==> src/rtl/core/granular_grain_player_macros.svh <==
// assertion macros for the grain player
// each macro takes a label, the clock, the reset and two expressions
`ifndef GRANULAR_GRAIN_PLAYER_MACROS_SVH
`define GRANULAR_GRAIN_PLAYER_MACROS_SVH
`ifndef SYNTHESIS
// consequent holds in the same cycle
`define GGP_ASSERT_SAME(label, clk, rst, lhs, rhs) \
   label: assert property (@(posedge clk) disable iff (rst) (lhs) |-> (rhs)) \
      else $error("grain player check failed: same cycle");
// consequent holds in the next cycle
`define GGP_ASSERT_NEXT(label, clk, rst, lhs, rhs) \
   label: assert property (@(posedge clk) disable iff (rst) (lhs) |=> (rhs)) \
      else $error("grain player check failed: next cycle");
`else
`define GGP_ASSERT_SAME(label, clk, rst, lhs, rhs)
`define GGP_ASSERT_NEXT(label, clk, rst, lhs, rhs)
`endif
`endif

==> src/rtl/core/ggp_pkg.sv <==
package ggp_pkg;

   // store and sample geometry
   localparam int StoreDepth    = 65536;
   localparam int AddrBits      = $clog2(StoreDepth);
   localparam int SampleBits    = 16;
   localparam int InAddrBits    = 16;

   // window table geometry, window is unsigned q1.16 up to one
   localparam int CosTableDepth = 256;
   localparam int CosIdxBits    = $clog2(CosTableDepth);
   localparam int WindowBits    = 17;
   localparam int WindowFrac    = 16;

   // product of sample and window, window carried with a sign bit
   localparam int ProductBits   = SampleBits + WindowBits + 1;

   // configuration widths and reset values
   localparam int LengthBits    = 16;
   localparam int ClipBits      = 17;
   localparam int LfsrBits      = 16;
   localparam int CsrIndexBits  = 2;
   localparam int CsrDataBits   = 17;
   localparam logic [LengthBits-1:0] GrainLengthReset = 16'd1024;
   localparam logic [ClipBits-1:0]   ClipLengthReset  = 17'd65536;
   localparam logic [LfsrBits-1:0]   RandomSeedReset  = 16'd44257;
   localparam logic [LfsrBits-1:0]   LfsrMask         = 16'hB400;

   // register indexes
   localparam logic [CsrIndexBits-1:0] RegGrainLength = 2'd0;
   localparam logic [CsrIndexBits-1:0] RegClipLength  = 2'd1;
   localparam logic [CsrIndexBits-1:0] RegRandomSeed  = 2'd2;

   // request word action codes
   localparam logic ActionWrite = 1'b0;
   localparam logic ActionTick  = 1'b1;

   // divider step counter holds up to the widest dividend
   localparam int DivStepBits   = $clog2(LfsrBits + 1);

   // fixed point constants for the cosine series
   localparam longint PiHalfQ30 = 64'sd1686629713;
   localparam longint OneQ30    = 64'sd1073741824;
   localparam longint OneQ16    = 64'sd65536;

   // controller to datapath commands
   typedef struct packed {
      logic store_write;
      logic tick_start;
      logic window_load;
      logic product_load;
      logic result_load;
   } ggp_cmd_type;

   // datapath to controller status
   typedef struct packed {
      logic div_busy;
      logic div_done;
   } ggp_status_type;

   typedef logic [WindowBits-1:0] window_table_type [CosTableDepth];

   // hann window entry: (1 - cos(2 pi i / depth)) / 2 in unsigned q1.16
   function automatic logic [WindowBits-1:0] window_value(int unsigned idx);
      longint n;
      longint x;
      longint x2;
      longint term;
      longint sum;
      longint c;
      logic   neg;
      n   = 4 * longint'(idx);
      neg = 1'b0;
      // fold the angle into one quarter wave
      if (n > 2 * CosTableDepth) n = 4 * CosTableDepth - n;
      if (n > CosTableDepth) begin
         neg = 1'b1;
         n   = 2 * CosTableDepth - n;
      end
      x    = (PiHalfQ30 * n) / CosTableDepth;
      x2   = (x * x) >>> 30;
      term = OneQ30;
      sum  = OneQ30;
      // taylor series of cosine, the constant term and seven more
      for (int k = 1; k <= 7; k++) begin
         term = (term * x2) >>> 30;
         case (k)
            1:       term = term / 2;
            2:       term = term / 12;
            3:       term = term / 30;
            4:       term = term / 56;
            5:       term = term / 90;
            6:       term = term / 132;
            default: term = term / 182;
         endcase
         if ((k & 1) != 0) sum = sum - term;
         else sum = sum + term;
      end
      if (sum < 0) sum = 0;
      sum = (sum + 64'sd8192) >>> 14;
      if (sum > OneQ16) sum = OneQ16;
      c = neg ? -sum : sum;
      return WindowBits'((OneQ16 - c) >>> 1);
   endfunction

   function automatic window_table_type build_window_table();
      window_table_type t;
      for (int i = 0; i < CosTableDepth; i++) begin
         t[i] = window_value(i);
      end
      return t;
   endfunction

   localparam window_table_type WindowTable = build_window_table();

endpackage

==> src/rtl/core/ggp_ctrl.sv <==
module ggp_ctrl (
   input  logic                    clock,
   input  logic                    reset,
   input  logic                    req_valid,
   output logic                    req_ready,
   input  logic                    req_action,
   output logic                    rsp_valid,
   input  logic                    rsp_ready,
   input  ggp_pkg::ggp_status_type status,
   output ggp_pkg::ggp_cmd_type    cmd
);

   localparam logic [2:0] StIdle     = 3'd0;
   localparam logic [2:0] StDivide   = 3'd1;
   localparam logic [2:0] StWindow   = 3'd2;
   localparam logic [2:0] StMultiply = 3'd3;
   localparam logic [2:0] StResult   = 3'd4;

   logic [2:0] state_ff, state_in;
   logic       rsp_valid_ff, rsp_valid_in;
   logic       req_take;
   logic       slot_free;

   assign req_ready = (state_ff == StIdle);
   assign req_take  = req_valid && req_ready;
   assign slot_free = !rsp_valid_ff || rsp_ready;

   // sequencer
   always_comb begin
      state_in = state_ff;
      cmd      = '0;
      unique case (state_ff)
         StIdle: begin
            if (req_take) begin
               if (req_action == ggp_pkg::ActionWrite) begin
                  cmd.store_write = 1'b1;
               end else begin
                  cmd.tick_start = 1'b1;
                  state_in       = StDivide;
               end
            end
         end
         StDivide: begin
            if (status.div_done) state_in = StWindow;
         end
         StWindow: begin
            cmd.window_load = 1'b1;
            state_in        = StMultiply;
         end
         StMultiply: begin
            cmd.product_load = 1'b1;
            state_in         = StResult;
         end
         StResult: begin
            if (slot_free) begin
               cmd.result_load = 1'b1;
               state_in        = StIdle;
            end
         end
         default: state_in = StIdle;
      endcase
   end

   // output word valid
   always_comb begin
      rsp_valid_in = rsp_valid_ff;
      if (cmd.result_load) rsp_valid_in = 1'b1;
      else if (rsp_ready) rsp_valid_in = 1'b0;
   end

   always_ff @(posedge clock) begin
      if (reset) begin
         state_ff     <= StIdle;
         rsp_valid_ff <= 1'b0;
      end else begin
         state_ff     <= state_in;
         rsp_valid_ff <= rsp_valid_in;
      end
   end

   assign rsp_valid = rsp_valid_ff;

endmodule

==> config.mk <==
export PLATFORM = sky130hd
export DESIGN_NAME = ggp_ctrl
export DESIGN_NICKNAME = d
export VERILOG_FILES = /design/src/rtl/core/granular_grain_player_macros.svh /design/src/rtl/core/ggp_pkg.sv /design/src/rtl/core/ggp_ctrl.sv
export SDC_FILE = /design/constraint.sdc
export NUM_CORES = 1
export LEC_CHECK = 0
export ABC_AREA = 1
export BUFFER_PORTS_ARGS = -buffer_cell sky130_fd_sc_hd__buf_2
export CAP_MARGIN = 10
export CORE_AREA = 2 2 39 41
export DETAILED_ROUTE_END_ITERATION = 16
export DIE_AREA = 0 0 41 43
export HOLD_SLACK_MARGIN = 0.12
export PLACE_DENSITY_LB_ADDON = 0.1
export SKIP_LAST_GASP = 1
export SLEW_MARGIN = 20
export SYNTH_ARGS = -nofsm -noshare
export SYNTH_HDL_FRONTEND = slang
export SYNTH_SLANG_ARGS = --single-unit
==> constraint.sdc <==
create_clock -name clock -period 1.49 [get_ports clock]
set_clock_uncertainty 0.05 [all_clocks]
set_input_delay 0.2235 -clock clock [delete_from_list [all_inputs] [get_ports clock]]
set_output_delay 0.2235 -clock clock [all_outputs]
set_load 0.1 [all_outputs]
Word-level counts from Yosys, hierarchy flattened
Index checks and enable logic that the tools add are counted.
- reduce and logical (&&, ||, !) cells: 6
- mux-type cells: 15
- eq/ne operators: 8
- operators by type and width (kind ; number):
    3-bit case mux with 5 select lines ; 1
    3-bit two-way mux ; 4
    1-bit two-way mux ; 8
    3-bit by 2-bit equality test with 1-bit output (second input constant) ; 2
    2-bit two-way mux ; 2
    2-bit by 1-bit inequality test with 1-bit output (second input constant) ; 2
    2-bit inequality test (second input constant) ; 2
    4-bit AND reduction ; 1
    3-bit by 1-bit equality test with 1-bit output (second input constant) ; 1
    3-bit equality test (second input constant) ; 1
    3-bit logical NOT ; 1
    2-bit nonzero test ; 1
    1-bit logical AND ; 1
    1-bit logical NOT ; 1
    1-bit logical OR ; 1
- output and inout port bits: 7
- bits of input ports: 7
- flip-flop bits (word level): 4
- logic and storage cells: 31

Longest topological paths before layout
- word-level depth: 5
- gate-level depth with buffers: 5

Worst setup path before layout
Ideal clock, no wire load.
- path kind: reg-to-output
- start: register state_ff[0]
- end: output port cmd[4] in the netlist's numbering
- data required time: 1.217 ns
- cell stages (with the launch flop): 6
- path slack: -1.550 ns
- arrival time: 2.766 ns
- path buffers: 0
- cell sequence: dfxtp_1 -> nor2_4 -> inv_2 -> nor2_2 -> nand2_1 -> nor2_1
- RTL lines (element ; line ; source):
    from (decl) ; ggp_ctrl.sv:19 ; logic [2:0] state_ff, state_in;
    from (signal assigned) ; ggp_ctrl.sv:73 ; state_ff <= StIdle;
    from (signal assigned) ; ggp_ctrl.sv:76 ; state_ff <= state_in;
    to (decl) ; ggp_ctrl.sv:10 ; output ggp_pkg::ggp_cmd_type cmd

==> results.md <==
- Status: finished, violations left
- Violated checks: setup timing
- Total number of yosys warnings: 0
- Filler cell count: 144
- Area of the die: 0.00176 mm^2
- Final Hold Viols: 0
- Initial antenna violation count: 0
- Slew headroom: 0.680
- FF+latch area: 87.6 um^2
- Crit path DAT: 1.24 ns
- GR Overflow Total: 0
- Met2 usage: 0.134
- Startpoint types: flip-flop
- Starting density of the core: 0.187
- Global-route wire length before repair: 1160 um
- Hpwl dp: 515 um
- Synth Instances: 36
- Vias in the first global route: 291
- Grt peak-use layer: met2
- Worst-Margin Slew: 0.483 ns
- Pwr dens: 1010 mW/mm^2
- Worst hold path cell count: 2
- Antenna fix cells: 0
- Num ports: 14
- Worst reg2reg path depth: 6
- Leak Pwr: 0.230 nW
- Multi-input gate area: 170 um^2
- Total GRT Usage: 0.0955
- ANT nets after route: 0
- Reg2reg setup slack: 0.23 ns
- Ys flop type: dfxtp_1
- CTS Hold Bufs: 0
- Row Count: 14
- Worst-Skew Late Latency: 0.23 ns
- Post-synth cell types: 16
- PnR worst setup slack: -0.0206 ns
- Fin nets: 64
- Post-route DRC: 0
- Clock tree buffer depth: 2
- Routed WL: 663 um
- Max Fclk: 662 MHz
- Router iterations before antenna repair: 2
- CP Data Required Time: 1.22 ns
- Root Driver: clkbuf_4
- Vias after detailed routing: 304
- RR Endpoint: rsp_valid$_SDFFE_PP0P_
- Top post-synthesis cells by area: dfxtp_1, nor2_1, nor4_4
- Pin count of the biggest net entering global routing: 7
- Initial drt markers: 2
- Met3 Use GR: 0.0209
- Area leader, netlist: dfxtp_1
- Post-route minimum period: 1.51 ns
- Clock sink count: 4
- Placer Congestion: 0.684
- Final setup vio count: 2
- Average size of a mapped cell: 7.19 um^2
- Syn Nets: 43
- Worst hold path class: in -> reg
- Clock transition at the registers of the reported paths: 0.04 ns
- CP Capture Type: primary output
- Kind of critical path: reg -> out
- Worst-path fanout max: 4
- M1 GR Usage: 0.126
- Syn Std Cell Area: 259 um^2
- H-tree lvl count: 1
- Post-synth EDFFs: 0
- Flops & latches, synth: 4
- HP Start: reset
- Worst r2r src: state_ff[0]$_SDFFE_PP0P_
- CTS tree: built
- Die Width: 41 um
- # port buffers: 12
- Core Box Area: 0.00138 mm^2
- WL/cell: 9.34 um
- Fin. max-slew vios: 0
- Die Height: 43 um
- Worst vdd ir: 0.420 mV
- Most numerous cell in the Yosys netlist: nor2_1
- Power, Total: 0.528 mW
- Layout area overhead: 102%
- Max-Cap Viols: 0
- Async set-reset flop share out of synthesis: 0
- Hold_ws: 0.140 ns
- Final worst-path cycle share: 1.01
- Top cell type's share of synthesized area: 0.309
- Layout cells sized above 1: 0.673
- RSZ-0062 raised after global routing: true
- Register area share after synthesis: 0.309
- CTS Buf Count: 3
- Hold endpoint: rsp_valid$_SDFFE_PP0P_
- Post-synth top cells: nor2_1, dfxtp_1, inv_1, inv_2, nand3_1
- Via density: 4.28
-- logic make-up after synthesis --
| group | after synthesis | synth area share |
|---|---|---|
| compound gates | 3 | 0.0628 |
| buf+inv | 8 | 0.145 |
| flops | 4 | 0.309 |
| simple gates | 21 | 0.483 |
-- critical path, stage by stage, from the launching register on --
cell,delay (ns)
dfxtp_2,0.33
nor2_4,0.14
inv_4,0.07
nor2_4,0.12
nand2_2,0.07
nor2_4,0.09
buf_12,0.18
-- layout by cell type, fill, tap and decap left out --
master    n
nor2_1    6
buf_2     6
buf_12    6
buf_4     5
inv_1     3
nand3_1   3
nor2_4    3
clkbuf_4  3
dfxtp_2   3
inv_2     2
nor2_2    2
nand4_1   2
nor4_4    1
inv_4     1
nand2_1   1
nor3_4    1
nand2_2   1
a21oi_1   1
nand3_2   1
a31oi_1   1
o21ai_1   1
buf_6     1
dfxtp_4   1
-- where the power goes --
group	total [mW]	leakage (nW)	internal (mW)	switching [mW]
clock network	0.132	0.0138	0.0899	0.0416
logic	0.269	0.181	0.105	0.163
registers	0.128	0.0346	0.116	0.0119
total	0.528	0.230	0.311	0.217
-- cell type report --
class | count | share of cell area
repair buffers | 18 | 0.379
clock buffers | 3 | 0.0430
multi-input cells | 24 | 0.325
inverters | 6 | 0.0477
flip-flops and latches | 4 | 0.167
well taps | 16 | 0.0382
-- routing by layer --
metal | up-vias | wire length, um
met1 | 137 | 257
met3 | 0 | 37
met2 | 10 | 368
met5 | - | 0
li1 | 157 | -
met4 | 0 | 0
-- sequential cells by signal, indices dropped and copies added (netlist names) --
| register | count |
|---|---|
| rsp_valid | 1 |
| state_ff | 3 |
-- metrics by stage --
step / area, um^2 / instances / util / setup TNS, ns / setup slack (ns)
floorplan: 294 / 36 / - / -0.764 / -0.479
global placement: 449 / 62 / 0.325 / 0 / 0.134
detailed placement: 449 / 62 / 0.325 / 0 / 0.117
CTS: 498 / 68 / 0.360 / -0.0852 / -0.0685
global route: 524 / 71 / 0.379 / -0.196 / -0.103
finish: 524 / 71 / 0.379 / -0.0408 / -0.0206
-- how the worst max path moves through the flow --
| stage | from | to | cells after the start |
|---|---|---|---|
| 5_1_grt | state_ff[2]$_SDFFE_PP0P_ | cmd[4] | 6 |
| 3_3_place_gp | state_ff[0]$_SDFFE_PP0P_ | cmd[4] | 6 |
| 2_1_floorplan | state_ff[0]$_SDFFE_PP0P_ | cmd[4] | 5 |
| 6_report | state_ff[2]$_SDFFE_PP0P_ | cmd[4] | 6 |
| 4_1_cts | state_ff[0]$_SDFFE_PP0P_ | cmd[4] | 6 |
| 3_5_place_dp | state_ff[0]$_SDFFE_PP0P_ | cmd[4] | 6 |
-- repair_timing --
action                     4_1_cts  5_1_grt
setup endpoints to repair        4        2
resized for setup                2        1
buffers inserted                 3        3
pin swaps                        4        3
(Power assumes the default switching activity.)
